[src/design/ils_pkg.sv]
`timescale 1ns / 1ps
// ----------------------------------------------------------------------------
// ils_pkg
// Shared types and codes for the indexed list store.
// ----------------------------------------------------------------------------
package ils_pkg;

  localparam int unsigned KindW   = 3;
  localparam int unsigned PosW    = 16;
  localparam int unsigned ValW    = 32;
  localparam int unsigned StatusW = 2;
  localparam int unsigned LenW    = 9;

  typedef enum logic [KindW-1:0] {
    KIND_READ       = 3'd0,
    KIND_INS_FRONT  = 3'd1,
    KIND_INS_BACK   = 3'd2,
    KIND_INS_POS    = 3'd3,
    KIND_DELETE     = 3'd4
  } kind_e;

  typedef enum logic [StatusW-1:0] {
    ST_DONE  = 2'd0,
    ST_RANGE = 2'd1,
    ST_FULL  = 2'd2
  } status_e;

  typedef enum logic [2:0] {
    S_IDLE,
    S_DECIDE,
    S_SHIFT,
    S_READ,
    S_OUT
  } state_e;

  typedef enum logic [1:0] {
    OP_NONE,
    OP_INSERT,
    OP_DELETE,
    OP_READ
  } op_e;

  // controller -> datapath
  typedef struct packed {
    logic    load;      // capture request
    logic    decide;    // evaluate request
    logic    shift;     // move one entry, advance pointer
    logic    finish;    // write insert value / update length
    logic    rd_issue;  // start memory read
    logic    out_load;  // latch result
  } ctrl_t;

  // datapath -> controller
  typedef struct packed {
    op_e  op;
    logic shift_done;
  } stat_t;

endpackage

[src/design/ils_ctrl.sv]
`timescale 1ns / 1ps
// ----------------------------------------------------------------------------
// ils_ctrl
// Sequencer for request capture, entry shifting and result hand-off.
// ----------------------------------------------------------------------------
module ils_ctrl
  import ils_pkg::*;
(
  input  logic  clk_i,
  input  logic  rst_ni,
  input  logic  in_valid_i,
  output logic  in_ready_o,
  output logic  out_valid_o,
  input  logic  out_ready_i,
  input  stat_t stat_i,
  output ctrl_t ctrl_o
);

  state_e state_q, state_d;

  always_ff @(posedge clk_i or negedge rst_ni) begin
    if (!rst_ni) begin
      state_q <= S_IDLE;
    end else begin
      state_q <= state_d;
    end
  end

  always_comb begin
    state_d     = state_q;
    ctrl_o      = '0;
    in_ready_o  = 1'b0;
    out_valid_o = 1'b0;
    unique case (state_q)
      S_IDLE: begin
        in_ready_o = 1'b1;
        if (in_valid_i) begin
          ctrl_o.load = 1'b1;
          state_d     = S_DECIDE;
        end
      end
      S_DECIDE: begin
        ctrl_o.decide = 1'b1;
        state_d       = S_SHIFT;
      end
      S_SHIFT: begin
        unique case (stat_i.op)
          OP_READ: begin
            ctrl_o.rd_issue = 1'b1;
            state_d         = S_READ;
          end
          OP_NONE: begin
            ctrl_o.out_load = 1'b1;
            state_d         = S_OUT;
          end
          default: begin
            if (stat_i.shift_done) begin
              ctrl_o.finish   = 1'b1;
              ctrl_o.out_load = 1'b1;
              state_d         = S_OUT;
            end else begin
              ctrl_o.shift = 1'b1;
            end
          end
        endcase
      end
      S_READ: begin
        ctrl_o.out_load = 1'b1;
        state_d         = S_OUT;
      end
      S_OUT: begin
        out_valid_o = 1'b1;
        if (out_ready_i) begin
          state_d = S_IDLE;
        end
      end
      default: state_d = S_IDLE;
    endcase
  end

endmodule

[config.mk]
export PLATFORM = sky130hd
export DESIGN_NAME = ils_ctrl
export DESIGN_NICKNAME = d
export VERILOG_FILES = /design/src/design/ils_pkg.sv /design/src/design/ils_ctrl.sv
export SDC_FILE = /design/constraint.sdc
export NUM_CORES = 1
export LEC_CHECK = 0
export BUFFER_PORTS_ARGS = -buffer_cell sky130_fd_sc_hd__buf_2
export CORE_AREA = 8 8 45 47
export DETAILED_ROUTE_END_ITERATION = 12
export DIE_AREA = 0 0 53 55
export PLACE_DENSITY = 0.51
export SYNTH_ARGS = -nofsm -noshare
export SYNTH_HDL_FRONTEND = slang
export SYNTH_SLANG_ARGS = --single-unit
[constraint.sdc]
create_clock -name clk_i -period 1.1 [get_ports clk_i]
set_input_delay 0.165 -clock clk_i [delete_from_list [all_inputs] [get_ports clk_i]]
set_output_delay 0.165 -clock clk_i [all_outputs]
set_load 0.05 [all_outputs]
==> flow_metrics.py <==
metrics = {
    "status": {
        "outcome": "finished, violations left",
        "violations": "setup timing",
    },
    "run": {
        "cap_violations": 0,
    },
    "clock_network": {
        "numCtsBuffers": 3,
        "clk_latency_ps": 230,
        "h-tree-depth": 1,
        "cts_tree": "done",
        "root_buffer": "clkbuf_4",
        "clkSinkCount": 3,
        "path_clk_slew_ps": 40,
        "cts_buffer_depth": 2,
    },
    "detailed_routing": {
        "dr.first_iter.drc_count": 0,
        "drt-pass1-iter-count": 1,
        "drc_errors": 0,
        "routed_wl_um": 801,
        "drt-vias-per-instance": 4.17,
        "ant_nets": 0,
        "wl_per_cell_um": 10.7,
        "num_vias": 313,
    },
    "sta": {
        "finalCritPeriodShare": 1.25,
        "finalWorstSetupSlack_ps": -274,
        "rsz0062_at_grt": "yes",
        "worst_slew_pin_slew_ps": 194,
        "max_freq_mhz": 728,
        "drv_slew": 0,
        "finalSetupViolCount": 10,
        "fin_skew_ps": 2.37,
        "slew_headroom": 0.870,
        "finalHoldViolCount": 0,
        "min_period_ps": 1370,
    },
    "power_and_ir_drop": {
        "seqPwrFrac": 0.152,
        "internal-power_uw": 871,
        "comb_power_share": 0.734,
        "peakVddDrop_v": 0.00108,
        "p_leak_uw": 0.000283,
        "swShare": 0.493,
        "p_per_area_mw_per_mm2": 2770,
        "fin_total_pwr_uw": 1720,
        "p_clk_frac": 0.114,
        "p_sw_uw": 848,
    },
    "finish": {
        "fin_util": 0.448,
        "regMostFlops": "state_q",
        "fin_nets": 69,
        "area_growth_pct": 133,
        "largest_reg_flops": 3,
        "layout-drive-gt1-share": 0.746,
        "top_regs": "state_q x3",
        "antennaDiodeCount": 0,
    },
    "synth": {
        "synth.top_cells.by_count": "nor3_1 (5), inv_1 (4), dfrtp_1 (3), nand2b_1 (3)",
        "yosysSeqAreaShare": 0.282,
        "netlist_area_um2": 267,
        "ys.flop_type": "dfrtp_1",
        "yosysMostFrequentCell": "nor3_1",
        "synth.avg_cell_area_um2": 8.60,
        "synthCells": 31,
        "yosys-top-cells-area": "dfrtp_1 (28%), ha_1 (9.4%), nor3_1 (9.4%)",
        "synth_top_area_share": 0.282,
        "yosysUniqueCellTypes": 17,
        "synth-async-reset-ratio": 1.00,
        "syn_nets": 40,
        "ys_warn_count": 0,
        "synth_edf_count": 0,
        "synth_top_area_cell": "dfrtp_1",
        "synth-seq-cells": 3,
    },
    "setup_path": {
        "reg2reg_from": "state_q[1]",
        "critPathMaxFanout": 6,
        "path_class": "reg2out",
        "reg2reg_slack_ps": -140,
        "end_kind": "primary output",
        "cp-start-kind": "register",
        "r2r-end": "state_q[1]",
        "required_ps": 940,
        "r2r_cells": 5,
        "cp.arrival_ps": 1210,
    },
    "grt": {
        "grt_max_degree": 7,
        "grt_overflow": 0,
        "gr-usage-all-layers": 0.0669,
        "grt_first_pass_wirelength_um": 1380,
        "grt_pass1_vias": 359,
        "antenna_found_initial": 0,
    },
    "floorplanning": {
        "die_h_um": 55,
        "initial_core_util": 0.193,
        "coreArea_mm2": 0.00138,
        "die_w_um": 53,
        "io_pins": 15,
        "die_area_mm2": 0.00292,
        "row_count": 14,
    },
    "hold_path": {
        "min_to": "state_q[2]",
        "whs_path_depth": 3,
        "hp-class": "in2reg",
        "hold_path.startpoint": "out_ready_i",
    },
    "placement": {
        "hpwlAfterDp_um": 617,
        "portBuffers": 14,
        "place_congestion": 0.687,
    },
}
-- worst max-delay path, stage by stage (launching register included) --
cell and delay (ps):
dfrtp_2 460, buf_6 160, nor3_4 170, buf_6 180
-- worst max path at each step --
stage,startpoint,end,cells past startpoint
6_report,state_q[0],ctrl_o[1],3
5_1_grt,state_q[0],ctrl_o[5],3
4_1_cts,state_q[0],ctrl_o[1],3
3_5_place_dp,stat_i[1],ctrl_o[0],6
3_3_place_gp,stat_i[1],ctrl_o[0],6
2_1_floorplan,state_q[0],ctrl_o[5],3
-- metrics by stage --
step	hold slack, ps	setup slack [ps]	TNS (ps)	instances	instance area (um^2)
finish	184	-274	-2130	75	621
global route	203	-335	-2630	75	621
CTS	181	-290	-2250	75	613
detailed placement	-39.3	-247	-1480	69	494
global placement	-38.9	-237	-1530	69	494
floorplan	-131	-412	-1790	31	352
-- kinds of logic after synthesis --
kind of cell / after synthesis / synth area share
AO/OA/AOI/OAI: 5 / 0.155
XOR/XNOR: 1 / 0.0329
adder cells (fa/ha/maj): 2 / 0.0939
buffers and inverters: 7 / 0.127
flip-flops: 3 / 0.282
AND/OR/NAND/NOR: 13 / 0.310
-- metal layers --
metal,up-vias,GRT usage,share of wire
met5,-,0,0
met4,0,0.0647,0.024
met3,2,0.0187,0.031
met2,9,0.117,0.54
met1,142,0.0613,0.40
li1,160,-,-
-- cells in the final DEF, fill, tap and decap left out --
master / netlist / layout
a21oi_1: 1 / 1
a311oi_2: 1 / 1
a31oi_1: 2 / 1
a31oi_4: 0 / 1
and2_4: 0 / 1
buf_2: 0 / 6
buf_4: 2 / 8
buf_6: 0 / 10
buf_8: 0 / 1
clkbuf_1: 0 / 1
clkbuf_4: 0 / 3
dfrtp_2: 0 / 3
dlygate4sd3_1: 0 / 1
ha_1: 2 / 2
inv_1: 4 / 4
inv_2: 1 / 1
nand2_1: 1 / 1
nand2b_1: 3 / 2
nand2b_4: 0 / 1
nor2b_4: 0 / 1
nor3_1: 5 / 1
nor3_4: 0 / 5
nor3b_2: 1 / 1
o2bb2ai_1: 1 / 1
xnor2_2: 0 / 1
-- power groups by stage --
stage                     sequential, uW  clock (uW)  combinational, uW
after global placement               252           0               1040
after global routing                 272         213               1340
final                                262         196               1260
after detailed placement             250           0               1030
after CTS                            263         206               1250
after floorplan                      199           0                866
-- layout make-up --
class	instances	area, um^2
Tap cell	16	20.0
Multi-Input combinational cell	21	249
Timing Repair Buffer	26	228
Sequential cell	3	78.8
Inverter	5	18.8
Fill cell	136	763
Clock buffer	4	26.3
-- what timing repair did --
item | CTS | global route
hold endpoints to repair | 3 | 0
pin swaps | 6 | 2
gates resized for setup | 23 | 2
cloned | 0 | 0
hold buffers | 1 | 0
setup buffers | 1 | 0
setup endpoints to repair | 10 | 10
No activity file was read; power rests on OpenSTA's default activity.
